===== config.mk =====
export PLATFORM = sky130hd
export DESIGN_NAME = chtk_ram
export DESIGN_NICKNAME = d
export VERILOG_FILES = /design/src/chtk_ram.sv
export SDC_FILE = /design/constraint.sdc
export NUM_CORES = 1
export LEC_CHECK = 0
export ABC_AREA = 1
export BUFFER_PORTS_ARGS = -buffer_cell sky130_fd_sc_hd__buf_2
export CAP_MARGIN = 20
export CORE_MARGIN = 1
export CORE_UTILIZATION = 41
export CTS_CLUSTER_SIZE = 20
export DETAILED_ROUTE_END_ITERATION = 6
export PLACE_DENSITY = 0.6
export SKIP_LAST_GASP = 1
export SLEW_MARGIN = 25
export SYNTH_ARGS = -nofsm -noshare
export SYNTH_HDL_FRONTEND = slang
export SYNTH_SLANG_ARGS = --single-unit
export TNS_END_PERCENT = 100

===== constraint.sdc =====
create_clock -name aclk -period 1.1 [get_ports aclk]
set_input_delay 0.22 -clock aclk [delete_from_list [all_inputs] [get_ports aclk]]
set_output_delay 0.22 -clock aclk [all_outputs]
set_load 0.05 [all_outputs]

===== src/chtk_ram.sv =====
// Generic single-port-write, single-port-read RAM with registered read.
// No dependencies.
module chtk_ram #(
    parameter int WIDTH = 8,
    parameter int DEPTH = 16
) (
    input  logic                     aclk,
    input  logic                     we,
    input  logic [$clog2(DEPTH)-1:0] waddr,
    input  logic [WIDTH-1:0]         wdata,
    input  logic [$clog2(DEPTH)-1:0] raddr,
    output logic [WIDTH-1:0]         rdata
);
    logic [WIDTH-1:0] mem [DEPTH];

    always_ff @(posedge aclk) begin
        if (we) begin
            mem[waddr] <= wdata;
        end
        rdata <= mem[raddr];
    end
endmodule


==> results.py <==
metrics = {
    "sta": {
        "setup_ws_ns": -0.0521,
        "worst_pin_slew_ns": 0.373,
        "slew_headroom_pct": 75.1,
        "layout_min_cycle_time_ns": 1.15,
        "finClkSkew_ns": 0.00779,
        "max_freq_mhz": 868,
        "hold_viol_final": 0,
        "setup_viol": 8,
        "fin_crit_sh_pct": 105,
        "fin_setup_tns_ns": -0.178,
        "rsz0062_at_grt": "yes",
        "slew_viol_final": 0,
    },
    "logic_synthesis": {
        "ys_warn_count": 0,
        "synthesis.instances": 551,
        "ys_seq_area_share_pct": 69.4,
        "synth_area_per_cell_um2": 10.5,
        "synth_area_mm2": 0.00577,
        "synthesis.nets": 569,
        "yosysTopAreaCellShare_pct": 66.7,
        "yosys-top-cells-area": "edfxtp_1, nand2_1, nand3_1, inv_1, dfxtp_1",
        "synth_area_leader_cell": "edfxtp_1",
        "yosysUniqueCellTypes": 12,
        "ys_ff_latch": 136,
    },
    "placement": {
        "place_area_mm2": 0.00631,
        "io_buffers": 25,
        "dp_slack_ns": -0.194,
        "dp_hpwl_mm": 8.24,
        "globalplace.congestion": 0.754,
    },
    "global_routing": {
        "grt_antenna_before_repair": 0,
        "grt_pass1_wl_mm": 19.9,
        "overflow": 0,
        "grt_max_degree": 59,
        "grt_pass1_vias": 3843,
        "track_usage_pct": 19.4,
    },
    "clock_tree": {
        "clk_latency_ns": 0.43,
        "cts_setup_buffers": 0,
        "clock-sinks": 136,
        "numCtsBuffers": 17,
        "cts_tree": "built",
        "htree_levels": 4,
        "cts.clk_slew.worst_paths_ns": 0.05,
        "clk_path_buf_depth": 2,
        "cts-root-buf": "clkbuf_16",
    },
    "layout": {
        "drive_gt1_share_pct": 16.1,
        "final_common_cell": "nand2_1",
        "fin_area_mm2": 0.00697,
        "layout.nets": 621,
        "final_util_pct": 51.8,
        "area_growth_pct": 20.9,
        "final_cell_mix": "nand2_1, edfxtp_1, inv_1, nand3_1, buf_4",
        "diodes": 0,
    },
    "detailed_routing": {
        "dr.pass1.iters": 4,
        "highest_layer": "met4",
        "drcViolationCount": 0,
        "wl_met1_mm": 5.19,
        "wl_met2_mm": 6.34,
        "wl_per_cell_um": 16.0,
        "via_per_inst": 4.90,
        "route.vias.total": 3877,
        "wirelength_mm": 12.7,
        "drt-initial-drc-count": 257,
        "antenna_left": 0,
        "wl_met3_um": 708,
    },
    "critical_path": {
        "timing.rr.start": "mem[1][3]",
        "endpoint_kind": "output port",
        "slowest_stage": "dfxtp_4",
        "cp_top_family": "flip-flops",
        "worst_path_largest_cell_delay_ns": 0.36,
        "cp.required_ns": 0.88,
        "crit_arrival_ns": 0.93,
        "startpoint_type": "flip-flop",
        "cp_max_fo": 1,
        "cp_num_buf_inv": 1,
        "critical_path_class": "flip-flop to output port",
        "critical_path.cell_chain": "buf_8",
        "crit_start": "rdata[6]",
    },
    "power": {
        "peakVddDrop_uv": 957,
        "leakagePower_nw": 3.02,
        "p_per_area_mw_per_mm2": 1740,
    },
    "status": {
        "violations": "negative setup slack",
        "outcome": "finished, violations left",
    },
    "floorplanning": {
        "dieArea_mm2": 0.0145,
        "core-area_mm2": 0.0135,
        "die_w_um": 121,
        "row_count": 42,
        "dieHeight_um": 121,
        "initial_core_util_pct": 42.9,
        "io_pins": 26,
    },
    "hold_path": {
        "hold_start": "raddr[3]",
        "hp-class": "input port to flip-flop",
    },
    "flow_run": {
        "drv_cap": 0,
    },
}
[power by group]
group          internal [mW]  total (mW)  switching (mW)  leakage, nW
logic                  0.325       0.945           0.620         1.52
clock network           3.44        5.36            1.91        0.280
registers               5.81        5.86          0.0495         1.22
total                   9.58        12.2            2.58         3.02
[path summary, 6_finish.rpt]
check | end | slack [ns] | depth (start not counted)
worst max register to register | rdata[3] | 0.08 | 6
worst min-delay path | rdata[2] | 0.12 | 3
worst min register to register | rdata[2] | 0.67 | 6
worst max-delay path | rdata[6] | -0.05 | 1
[kinds of logic after synthesis]
logic type	share of synthesized area, %
buf+inv	9.52
flops	69.4
simple gates	21.0
[Yosys cell counts, drive strengths merged]
cell    count
nand2     173
edfxtp    128
inv       102
nand3      97
buf        24
nor2       17
dfxtp       8
nand3b      2
[per-layer routing]
layer,vias up,global-route usage (%)
met4,0,11.8
met5,-,0
met2,122,31.9
li1,1877,-
met1,1847,23.6
met3,31,3.87
[per-stage QoR]
step	std cells	hold slack (ns)	power (mW)
after floorplan	551	0.319	6.46
after global placement	760	0.563	6.81
after detailed placement	760	0.562	6.83
after CTS	791	0.111	12.2
after global routing	791	0.130	12.5
final	791	0.124	12.2
[area by class of cell]
cell class | instances | area, um^2
Sequential cell | 136 | 4020
Multi-Input combinational cell | 289 | 1230
Clock inverter | 3 | 40.0
Fill cell | 1218 | 6480
Tap cell | 176 | 220
Timing Repair Buffer | 57 | 551
Clock buffer | 28 | 527
Inverter | 102 | 383
[sequential cells by signal, summed over array words and instances (netlist names)]
signal / cells
rdata: 8
mem: 128
[timing repair]
item	in CTS	in global routing
resized for setup	29	4
setup endpoints to repair	8	9
hold buffers	0	0
cloned	0	0
No activity file was read; power rests on OpenSTA's default activity.
